`src/rtl/core/epw_pkg.sv`:
```
// Shared types and constants for the entropy pool whitener.
package epw_pkg;

    // Multiplier constants for the pool fold and the output finalizer.
    localparam logic [63:0] FOLD_MUL  = 64'h9E37_79B9_7F4A_7C15;
    localparam logic [63:0] FIN_MUL_A = 64'hBF58_476D_1CE4_E5B9;
    localparam logic [63:0] FIN_MUL_B = 64'h94D0_49BB_1331_11EB;

    // Shift and rotate amounts.
    localparam int unsigned FOLD_ROT  = 31;
    localparam int unsigned FIN_SH_A  = 30;
    localparam int unsigned FIN_SH_B  = 27;
    localparam int unsigned FIN_SH_C  = 31;

    // Words-per-output register.
    localparam int unsigned WPO_W     = 4;
    localparam logic [WPO_W-1:0] WPO_RESET = 4'd4;
    localparam logic [WPO_W-1:0] WPO_MIN   = 4'd1;
    localparam logic [WPO_W-1:0] WPO_MAX   = 4'd8;

    // Input transfer payload.
    typedef struct packed {
        logic [31:0] raw_word;
        logic        source_fault;
    } in_item_t;

    // Result transfer payload.
    typedef struct packed {
        logic [31:0] random_word;
        logic        generator_ok;
    } out_item_t;

    // Request to the shared multiplier.
    typedef struct packed {
        logic        start;
        logic [63:0] a;
        logic [63:0] b;
    } mul_req_t;

    // Response from the shared multiplier.
    typedef struct packed {
        logic        done;
        logic [63:0] product;
    } mul_rsp_t;

endpackage

```
`src/rtl/core/epw_mul64.sv`:
```
// Iterative 64x64 multiplier (low 64 bits) built on one 32x32 multiplier.
module epw_mul64 (
    input  logic              aclk,
    input  logic              aresetn,
    input  epw_pkg::mul_req_t req,
    output epw_pkg::mul_rsp_t rsp
);

    logic [63:0] a_reg;
    logic [63:0] b_reg;
    logic [63:0] prod_reg;
    logic [63:0] prod_next;
    logic [63:0] acc_reg;
    logic [63:0] acc_next;
    logic [1:0]  step_reg;
    logic        busy_reg;
    logic        done_reg;
    logic [31:0] op_x;
    logic [31:0] op_y;

    // Pick the operand halves for this step: lo*lo, lo*hi, hi*lo.
    always_comb begin
        case (step_reg)
            2'd0: begin
                op_x = a_reg[31:0];
                op_y = b_reg[31:0];
            end
            2'd1: begin
                op_x = a_reg[31:0];
                op_y = b_reg[63:32];
            end
            default: begin
                op_x = a_reg[63:32];
                op_y = b_reg[31:0];
            end
        endcase
    end

    // The one 32x32 multiplier, registered before any accumulation.
    assign prod_next = {32'h0, op_x} * {32'h0, op_y};

    // Fold the previous step's product into the accumulator.
    always_comb begin
        if (step_reg == 2'd1) begin
            acc_next = prod_reg;
        end else begin
            acc_next = acc_reg + {prod_reg[31:0], 32'h0};
        end
    end

    // Operand and datapath registers.
    always_ff @(posedge aclk) begin
        if (req.start) begin
            a_reg <= req.a;
            b_reg <= req.b;
        end
        if (busy_reg) begin
            prod_reg <= prod_next;
            if (step_reg != 2'd0) begin
                acc_reg <= acc_next;
            end
        end
    end

    // Step sequencing and completion pulse.
    always_ff @(posedge aclk) begin
        if (!aresetn) begin
            busy_reg <= 1'b0;
            step_reg <= 2'd0;
            done_reg <= 1'b0;
        end else begin
            done_reg <= busy_reg && (step_reg == 2'd3);
            if (req.start) begin
                busy_reg <= 1'b1;
                step_reg <= 2'd0;
            end else if (busy_reg) begin
                step_reg <= step_reg + 2'd1;
                if (step_reg == 2'd3) begin
                    busy_reg <= 1'b0;
                end
            end
        end
    end

    assign rsp.done    = done_reg;
    assign rsp.product = acc_reg;

endmodule

```
`src/rtl/core/entropy_pool_whitener.sv`:
```
// Top level of the entropy pool whitener: pool fold, finalizer and handshakes.
//
// Raw noise words arrive on the s_ channel (valid/ready) and whitened words
// leave on the m_ channel (valid/ready). Each raw word is folded into a
// 64-bit pool; after words_per_output folds (set through cfg_wr_en and
// cfg_wr_data, 0 acts as 1 and values above 8 act as 8) the pool is run
// through the splitmix64 finalizer and its low 32 bits are emitted with a
// health flag that drops for good once any faulty word has been seen.
// All 64-bit products come from one shared 32x32 multiplier, so s_ready
// stays low while a word is folded, and a word that emits also waits for
// both finalizer products before its result is presented on m_valid. A new
// raw word is taken while the previous result still waits in the output
// register; if the receiver stalls longer, the next result waits inside the
// block and s_ready stays low until the output register frees up. Reset
// clears the pool, the fold count, the fault latch and the output valid
// flag, and loads four into words_per_output.
module entropy_pool_whitener (
    input  logic                            aclk,
    input  logic                            aresetn,
    input  logic                            s_valid,
    output logic                            s_ready,
    input  epw_pkg::in_item_t               s_data,
    output logic                            m_valid,
    input  logic                            m_ready,
    output epw_pkg::out_item_t              m_data,
    input  logic                            cfg_wr_en,
    input  logic [epw_pkg::WPO_W-1:0]       cfg_wr_data
);

    typedef enum logic [4:0] {
        S_IDLE = 5'b00001,
        S_FOLD = 5'b00010,
        S_FINA = 5'b00100,
        S_FINB = 5'b01000,
        S_EMIT = 5'b10000
    } state_t;

    state_t                      state_reg;
    state_t                      state_next;
    logic [63:0]                 pool_reg;
    logic [2:0]                  fold_count_reg;
    logic                        fault_latch_reg;
    logic                        emit_reg;
    logic [epw_pkg::WPO_W-1:0]   wpo_reg;
    logic [31:0]                 fin_reg;
    logic                        m_valid_reg;
    epw_pkg::out_item_t          m_data_reg;

    logic                        in_xfer;
    logic                        out_free;
    logic [31:0]                 word_eff;
    logic [epw_pkg::WPO_W-1:0]   limit;
    logic [3:0]                  done_cnt;
    logic                        emit_now;
    logic [63:0]                 rot;
    logic [63:0]                 mix_a;
    logic [63:0]                 mix_b;
    logic [63:0]                 mix_c;
    epw_pkg::mul_req_t           mul_req;
    epw_pkg::mul_rsp_t           mul_rsp;

    assign s_ready  = (state_reg == S_IDLE);
    assign in_xfer  = s_valid && s_ready;
    assign out_free = !m_valid_reg || m_ready;

    // Clamp the configured batch size and decide whether this word emits.
    always_comb begin
        if (wpo_reg < epw_pkg::WPO_MIN) begin
            limit = epw_pkg::WPO_MIN;
        end else if (wpo_reg > epw_pkg::WPO_MAX) begin
            limit = epw_pkg::WPO_MAX;
        end else begin
            limit = wpo_reg;
        end
    end

    assign done_cnt = {1'b0, fold_count_reg} + 4'd1;
    assign emit_now = (done_cnt >= limit);
    assign word_eff = s_data.source_fault ? 32'h0 : s_data.raw_word;

    // Post-multiply mixing steps: rotate after the fold, xor-shifts around
    // the two finalizer products.
    assign rot   = {mul_rsp.product[63-epw_pkg::FOLD_ROT:0],
                    mul_rsp.product[63:64-epw_pkg::FOLD_ROT]};
    assign mix_a = rot ^ (rot >> epw_pkg::FIN_SH_A);
    assign mix_b = mul_rsp.product ^ (mul_rsp.product >> epw_pkg::FIN_SH_B);
    assign mix_c = mul_rsp.product ^ (mul_rsp.product >> epw_pkg::FIN_SH_C);

    // Requests to the shared multiplier.
    always_comb begin
        mul_req.start = 1'b0;
        mul_req.a     = pool_reg ^ {32'h0, word_eff};
        mul_req.b     = epw_pkg::FOLD_MUL;
        if (in_xfer) begin
            mul_req.start = 1'b1;
        end else if ((state_reg == S_FOLD) && mul_rsp.done && emit_reg) begin
            mul_req.start = 1'b1;
            mul_req.a     = mix_a;
            mul_req.b     = epw_pkg::FIN_MUL_A;
        end else if ((state_reg == S_FINA) && mul_rsp.done) begin
            mul_req.start = 1'b1;
            mul_req.a     = mix_b;
            mul_req.b     = epw_pkg::FIN_MUL_B;
        end
    end

    epw_mul64 u_mul (
        .aclk    (aclk),
        .aresetn (aresetn),
        .req     (mul_req),
        .rsp     (mul_rsp)
    );

    // Sequencer.
    always_comb begin
        state_next = state_reg;
        case (state_reg)
            S_IDLE: begin
                if (in_xfer) begin
                    state_next = S_FOLD;
                end
            end
            S_FOLD: begin
                if (mul_rsp.done) begin
                    state_next = emit_reg ? S_FINA : S_IDLE;
                end
            end
            S_FINA: begin
                if (mul_rsp.done) begin
                    state_next = S_FINB;
                end
            end
            S_FINB: begin
                if (mul_rsp.done) begin
                    state_next = S_EMIT;
                end
            end
            S_EMIT: begin
                if (out_free) begin
                    state_next = S_IDLE;
                end
            end
            default: begin
                state_next = S_IDLE;
            end
        endcase
    end

    // Control state, pool and configuration register.
    always_ff @(posedge aclk) begin
        if (!aresetn) begin
            state_reg       <= S_IDLE;
            pool_reg        <= 64'h0;
            fold_count_reg  <= 3'd0;
            fault_latch_reg <= 1'b0;
            emit_reg        <= 1'b0;
            wpo_reg         <= epw_pkg::WPO_RESET;
            m_valid_reg     <= 1'b0;
        end else begin
            state_reg <= state_next;
            if (cfg_wr_en) begin
                wpo_reg <= cfg_wr_data;
            end
            if (in_xfer) begin
                emit_reg       <= emit_now;
                fold_count_reg <= emit_now ? 3'd0 : done_cnt[2:0];
                if (s_data.source_fault) begin
                    fault_latch_reg <= 1'b1;
                end
            end
            if ((state_reg == S_FOLD) && mul_rsp.done) begin
                pool_reg <= rot;
            end
            if ((state_reg == S_EMIT) && out_free) begin
                m_valid_reg <= 1'b1;
            end else if (m_ready) begin
                m_valid_reg <= 1'b0;
            end
        end
    end

    // Finalized word and output register payload.
    always_ff @(posedge aclk) begin
        if ((state_reg == S_FINB) && mul_rsp.done) begin
            fin_reg <= mix_c[31:0];
        end
        if ((state_reg == S_EMIT) && out_free) begin
            m_data_reg.random_word  <= fin_reg;
            m_data_reg.generator_ok <= !fault_latch_reg;
        end
    end

    assign m_valid = m_valid_reg;
    assign m_data  = m_data_reg;

`ifndef NO_ASSERTIONS
    // The multiplier only finishes while the sequencer waits for it.
    assert property (@(posedge aclk) disable iff (!aresetn)
        mul_rsp.done |-> (state_reg == S_FOLD || state_reg == S_FINA ||
                          state_reg == S_FINB))
        else $error("multiplier finished outside a wait state");

    // An accepted word always starts a fold.
    assert property (@(posedge aclk) disable iff (!aresetn)
        in_xfer |=> (state_reg == S_FOLD))
        else $error("accepted word did not start a fold");

    // The fault latch never clears outside reset.
    assert property (@(posedge aclk)
        (aresetn && $past(aresetn) && $past(fault_latch_reg)) |-> fault_latch_reg)
        else $error("fault latch cleared without reset");
`endif

endmodule
```
`config.mk`:
```
export PLATFORM = sky130hd
export DESIGN_NAME = entropy_pool_whitener
export DESIGN_NICKNAME = d
export VERILOG_FILES = /design/src/rtl/core/epw_pkg.sv /design/src/rtl/core/epw_mul64.sv /design/src/rtl/core/entropy_pool_whitener.sv
export SDC_FILE = /design/constraint.sdc
export NUM_CORES = 2
export LEC_CHECK = 0
export BUFFER_PORTS_ARGS = -buffer_cell sky130_fd_sc_hd__buf_2
export CAP_MARGIN = 20
export CORE_UTILIZATION = 40
export CTS_CLUSTER_DIAMETER = 40
export DETAILED_ROUTE_END_ITERATION = 12
export GPL_ROUTABILITY_DRIVEN = 0
export PLACE_DENSITY = 0.51
export SLEW_MARGIN = 25
export SYNTH_ARGS = -nofsm -noshare
export SYNTH_HDL_FRONTEND = slang
export SYNTH_SLANG_ARGS = --single-unit
```
`constraint.sdc`:
```
create_clock -name aclk -period 12.1 [get_ports aclk]
set_input_delay 1.21 -clock aclk [delete_from_list [all_inputs] [get_ports aclk]]
set_output_delay 1.21 -clock aclk [all_outputs]
set_load 0.05 [all_outputs]
```
Word level (Yosys, flattened, before mapping):

Cells that the tools add are included.

* word-level logic and storage cells: 84
* input bits: 42
* latch bits: 0
* register bits: 404
* RAM bits: 0
* memory bits (read-only): 0
* memories: 0

* divide/modulo/power cells: 0
* equality and inequality tests: 12
* bitwise logic cells: 5
* shift operators: 0
* order comparisons: 3
* multiply operators: 1
* $add $sub $neg: 3
* muxes and demuxes: 23
* reductions and logical operators: 19

Operators with widths (number)
* 2-to-1 mux 129 bit: 2
* 2-to-1 mux 128 bit: 1
* 2-to-1 mux 32 bit: 3
* adder 64 bit: 1
* multiplier 32 x 32 -> 64 bit: 1
* 2-to-1 mux 64 bit: 1
* bitwise XOR 64 x 32 -> 64 bit: 1
* bitwise XOR 64 x 34 -> 64 bit: 1
* bitwise XOR 64 x 37 -> 64 bit: 1
* bitwise XOR 32 bit: 1
* 2-to-1 mux 5 bit: 5
* case mux 5 bit (5 select lines): 1
* 2-to-1 mux 4 bit: 2
* != test 2 x 1 -> 1 bit (second input constant): 4
* logical AND 1 bit: 7
* 2-to-1 mux 1 bit: 6
* 2-to-1 mux 3 bit: 2
* OR reduction 2 bit: 3
* == test 5 x 1 -> 1 bit (second input constant): 1
* == test 5 x 2 -> 1 bit (second input constant): 1
* == test 5 x 3 -> 1 bit (second input constant): 1
* == test 5 x 4 -> 1 bit (second input constant): 1
* == test 5 bit (second input constant): 1
* AND reduction 5 bit: 1
* other kinds (14): 17

Depth between registers and ports, before layout:

* depth after elaboration: 6
* depth in mapped cells: 34
* depth with buffers taken out: 32

Cells and area by module:

A second synthesis with hierarchy kept.

* cell total of the unflattened synthesis: 5302
* area, all modules: 51136.5 um^2

By module, submodules not included
* epw_mul64: instances 1, area an instance 43479.2 um^2, cells each 4466
* entropy_pool_whitener: instances 1, area an instance 7657.3 um^2, cells each 836

Least setup slack after synthesis:

No wires, ideal clock.

* path kind: flip-flop to flip-flop
* start point: register u_mul.step_reg[0]
* end point: register u_mul.prod_reg[61], data pin
* data required time: 11.838 ns
* path slack: 3.506 ns
* arrival: 8.332 ns
* setup time: 0.262 ns
* cell stages (with the launch flop): 31
* cells stage by stage: dfxtp_1 -> inv_1 -> ha_1 -> nor2_1 -> clkbuf_1 -> mux2_2 -> inv_1 -> clkbuf_1 -> nor3_1 -> fa_1 -> fa_1 -> fa_1 -> inv_1 -> fa_1 -> inv_1 -> fa_1 -> inv_1 -> fa_1 -> inv_1 -> fa_1 -> fa_1 -> ha_1 -> a21oi_1 -> o21ai_0 -> a221oi_1 -> a311oi_1 -> a211oi_1 -> o21ai_1 -> a21oi_1 -> o21ai_1 -> xor2_1

* cells in the longest elaborated chain, start to end: 4
* elaborated cells on any way between the ends: 6

RTL lines
* start, declared: RTL line epw_mul64.sv:15 `logic [1:0] step_reg;`
* start signal, assigned: RTL line epw_mul64.sv:77 `step_reg <= step_reg + 2'd1;`
* == test 2 x 1 -> 1 bit or logical NOT 2 bit (tied branches): RTL line epw_mul64.sv:23 `case (step_reg)`
* OR reduction 2 bit (no line)
* 2-to-1 mux 32 bit: RTL line epw_mul64.sv:23
* multiplier 32 x 32 -> 64 bit (*): RTL line epw_mul64.sv:40 `assign prod_next = {32'h0, op_x} * {32'h0, op_y};`
* via u_mul.prod_next[61]: RTL line epw_mul64.sv:12 `logic [63:0] prod_next;`
* end signal, assigned: RTL line epw_mul64.sv:58 `prod_reg <= prod_next;`
* end, declared: RTL line epw_mul64.sv:11 `logic [63:0] prod_reg;`

Mark *: on every way through the listed nets, which the timed path passes. The rest lies on a longest branch.
A chain may end at the register's enable or synchronous reset.

Final worst setup path:

Ends and elaborated chain as after synthesis.

==> results.md <==
- Status: completed
- Vias in the first global route: 36153
- Post-CTS Hold Buffers: 0
- Wire per inst: approximately 27 um
- Slew Limit Fails: 0
- I/O pin count: 77
- Total GRT Usage: 0.292
- WS Path Type: register to register
- Antenna viol nets, final: 0
- Final setup viols: 0
- HP Start: fin_reg[25]$_DFFE_PP_
- Initial Utilization: 0.404
- Hold WC Path Type: register to register
- Worst hold path depth: 0
- H-tree depth: 2
- Final Cycle Share: 0.872
- Startpoint types: register
- Syn Nets: about 6200
- Nets: slightly above 6000
- Drc violations: 0
- Worst endpoint data arrival time: roughly 11000 ps
- Number of flops mapped to enable cells by yosys: around 260
- Resize count post-CTS: 0
- Core Area: about 120000 um2
- Largest net degree at the start of global routing: about 80
- Max cap viols: 0
- Prevailing post-synth register cell: edfxtp_1
- Post-CTS Setup Inserts: 0
- GRT overflow: 0
- Post-synthesis sequential area ratio: 0.200
- Fin Setup TNS: 0 ps
- Die ar.: roughly 120000 um2
- CP dominant cell by count: fa_1
- Mapped Area: ~48000 um2
- Via density per instance: ~5.5
- Async SR Flop Fraction: 0
- Final wirelength: 174000 um
- Starting DRC count in detailed routing: between 3000 and 4000
- Fillers: ~12000
- Worst setup startpoint: u_mul.step_reg[0]$_SDFFE_PP0P_
- Max incr delay on CP: about 640 ps
- CTS tree: done
- Die X: 348 um
- Path depth of the worst reg2reg path: 29
- Worst path required time: between 10000 and 15000 ps
- Number of synthesized register bits: roughly 350
- Critical-path top delay cell: a221oi_1
- Rows: around 130
- Share of cells above drive strength 1: 0.0552
- First-pass GRT wire length: approximately 250000 um
- Worst Path Max Fanout: 25
- Mapped Cells: ~5000
- Nature of the critical path endpoint: register
- CTS Buf Count: 34
- Clock Path Buffers: 3
- Rel. slew slack: 0.206
- TritonCTS Sinks: approximately 350
- DPL Wire Length: ~140000 um
- Clock slew at reported path FFs: roughly 70 ps
- Slew @ Worst Pin: around 1200 ps
- Yosys cell types: between 70 and 80
- DR pass1 iterations: 5
- Multi-input logic area: 33800 um2
- Die Y: approximately 350 um
- Reg2reg start: u_mul.step_reg[0]$_SDFFE_PP0P_
- RSZ-0062 raised after global routing: false
- Fin. Hold Viols: 0
- Synth Area per Inst: 9.62 um2
- Total number of vias: 35199
- Root Buffer Master: clkbuf_16
- Max Clock Freq: between 90 and 100 MHz
- Synth warn: 0
- Clk_skew: ~20 ps
- Area grow syn2layout: 6.52%
- Area occupied by registers: roughly 9600 um2
- Initial antenna violation count: 4
- I/O Buffers: 76
- Later-pin clock latency in the skew report: 550 ps
- Final min period: roughly 11000 ps
## worst max-delay path, delay by kind of cell (launching register included)
| kind | cells | cell delay, ps |
|---|---|---|
| buffers and inverters | 6 | 1290 |
| DFF | 1 | 480 |
| xor gates and xnor gates | 1 | 150 |
| adders and majority gates | 10 | 4390 |
| and+or+nand+nor | 3 | 1130 |
| muxes | 1 | 340 |
| AOI/OAI and AO/OA | 8 | 2420 |
## path summary, 6_finish.rpt
check / to / slack (ps)
min reg2reg: m_data[26]$_DFFE_PP_ / 420
max: u_mul.prod_reg[61]$_DFFE_PP_ / 1550
max reg2reg: u_mul.prod_reg[61]$_DFFE_PP_ / 1550
min: m_data[26]$_DFFE_PP_ / 420
## routing by layer
layer / GRT usage / share of wire
met1: 0.412 / 0.43
met2: 0.430 / 0.43
met3: 0.0493 / 0.083
met4: 0.150 / 0.063
met5: 0 / 0.000040
## cell families after synthesis
kind of cell,share of synthesized area
xor+xnor,0.0449
buf+inv,0.0958
fa+ha+maj,0.452
mux,0.00980
compound gates,0.0744
simple gates,0.123
flops,0.200
## stage by stage
step	utilization	setup WS [ps]	instance area [um2]	hold slack, ps	instances
final	0.430	1550	50900	416	6449
after floorplan	-	3510	47800	400	4967
after global routing	0.430	1130	50900	425	6446
after CTS	0.430	1730	50900	419	6445
after global placement	0.420	1810	49700	402	6384
after detailed placement	0.420	1750	49700	405	6384
## layout by cell type (no fill, tap or decap), drive strengths merged, types with 42 or more instances in the layout
| master | instances |
|---|---|
| ha | 323 |
| inv | 958 |
| xnor2 | 96 |
| buf | 133 |
| edfxtp | 263 |
| a21o | 67 |
| clkbuf | 42 |
| nand2 | 660 |
| dfxtp | 83 |
| nor2 | 402 |
| fa | 877 |
| and2 | 62 |
| nor2b | 54 |
| xor2 | 149 |
| o21ai | 79 |
| a21oi | 152 |
| nor3 | 72 |
| a21boi | 72 |
## cell usage after synthesis, types with 16 or more instances
master    count  area [um2]
and3_1       27         169
buf_1        17        63.8
a21boi_0     71         533
nor2_1      401        1510
nor2b_1      54         338
o21bai_1     16         120
clkbuf_1    222         833
a21o_1       67         503
xnor2_1      96         841
a31oi_1      16         100
nand2_1     660        2480
nor3_1       72         360
xor2_1      149        1310
mux2_2       30         338
o22ai_1      32         200
inv_1       955        3580
o21ai_0      66         330
dfxtp_1      83        1660
a21oi_1     149         746
a22oi_1      27         203
nand2b_1     22         138
fa_1        877       17600
nand3_1      33         165
and2_1       62         388
edfxtp_1    263        7900
ha_1        323        4040
## final cells by class
type	count	share of cell area
multi-input combinational	3406	0.664
sequential	346	0.188
inverter	964	0.0711
tap	1536	0.0378
clock buffer	42	0.0190
timing repair buffer	133	0.0164
clock inverter	19	0.00403
antenna	3	0.000148
Power is left out: the tool's default activity adds up to more than one toggle a clock period on the data nets, which glitch-free logic cannot reach.
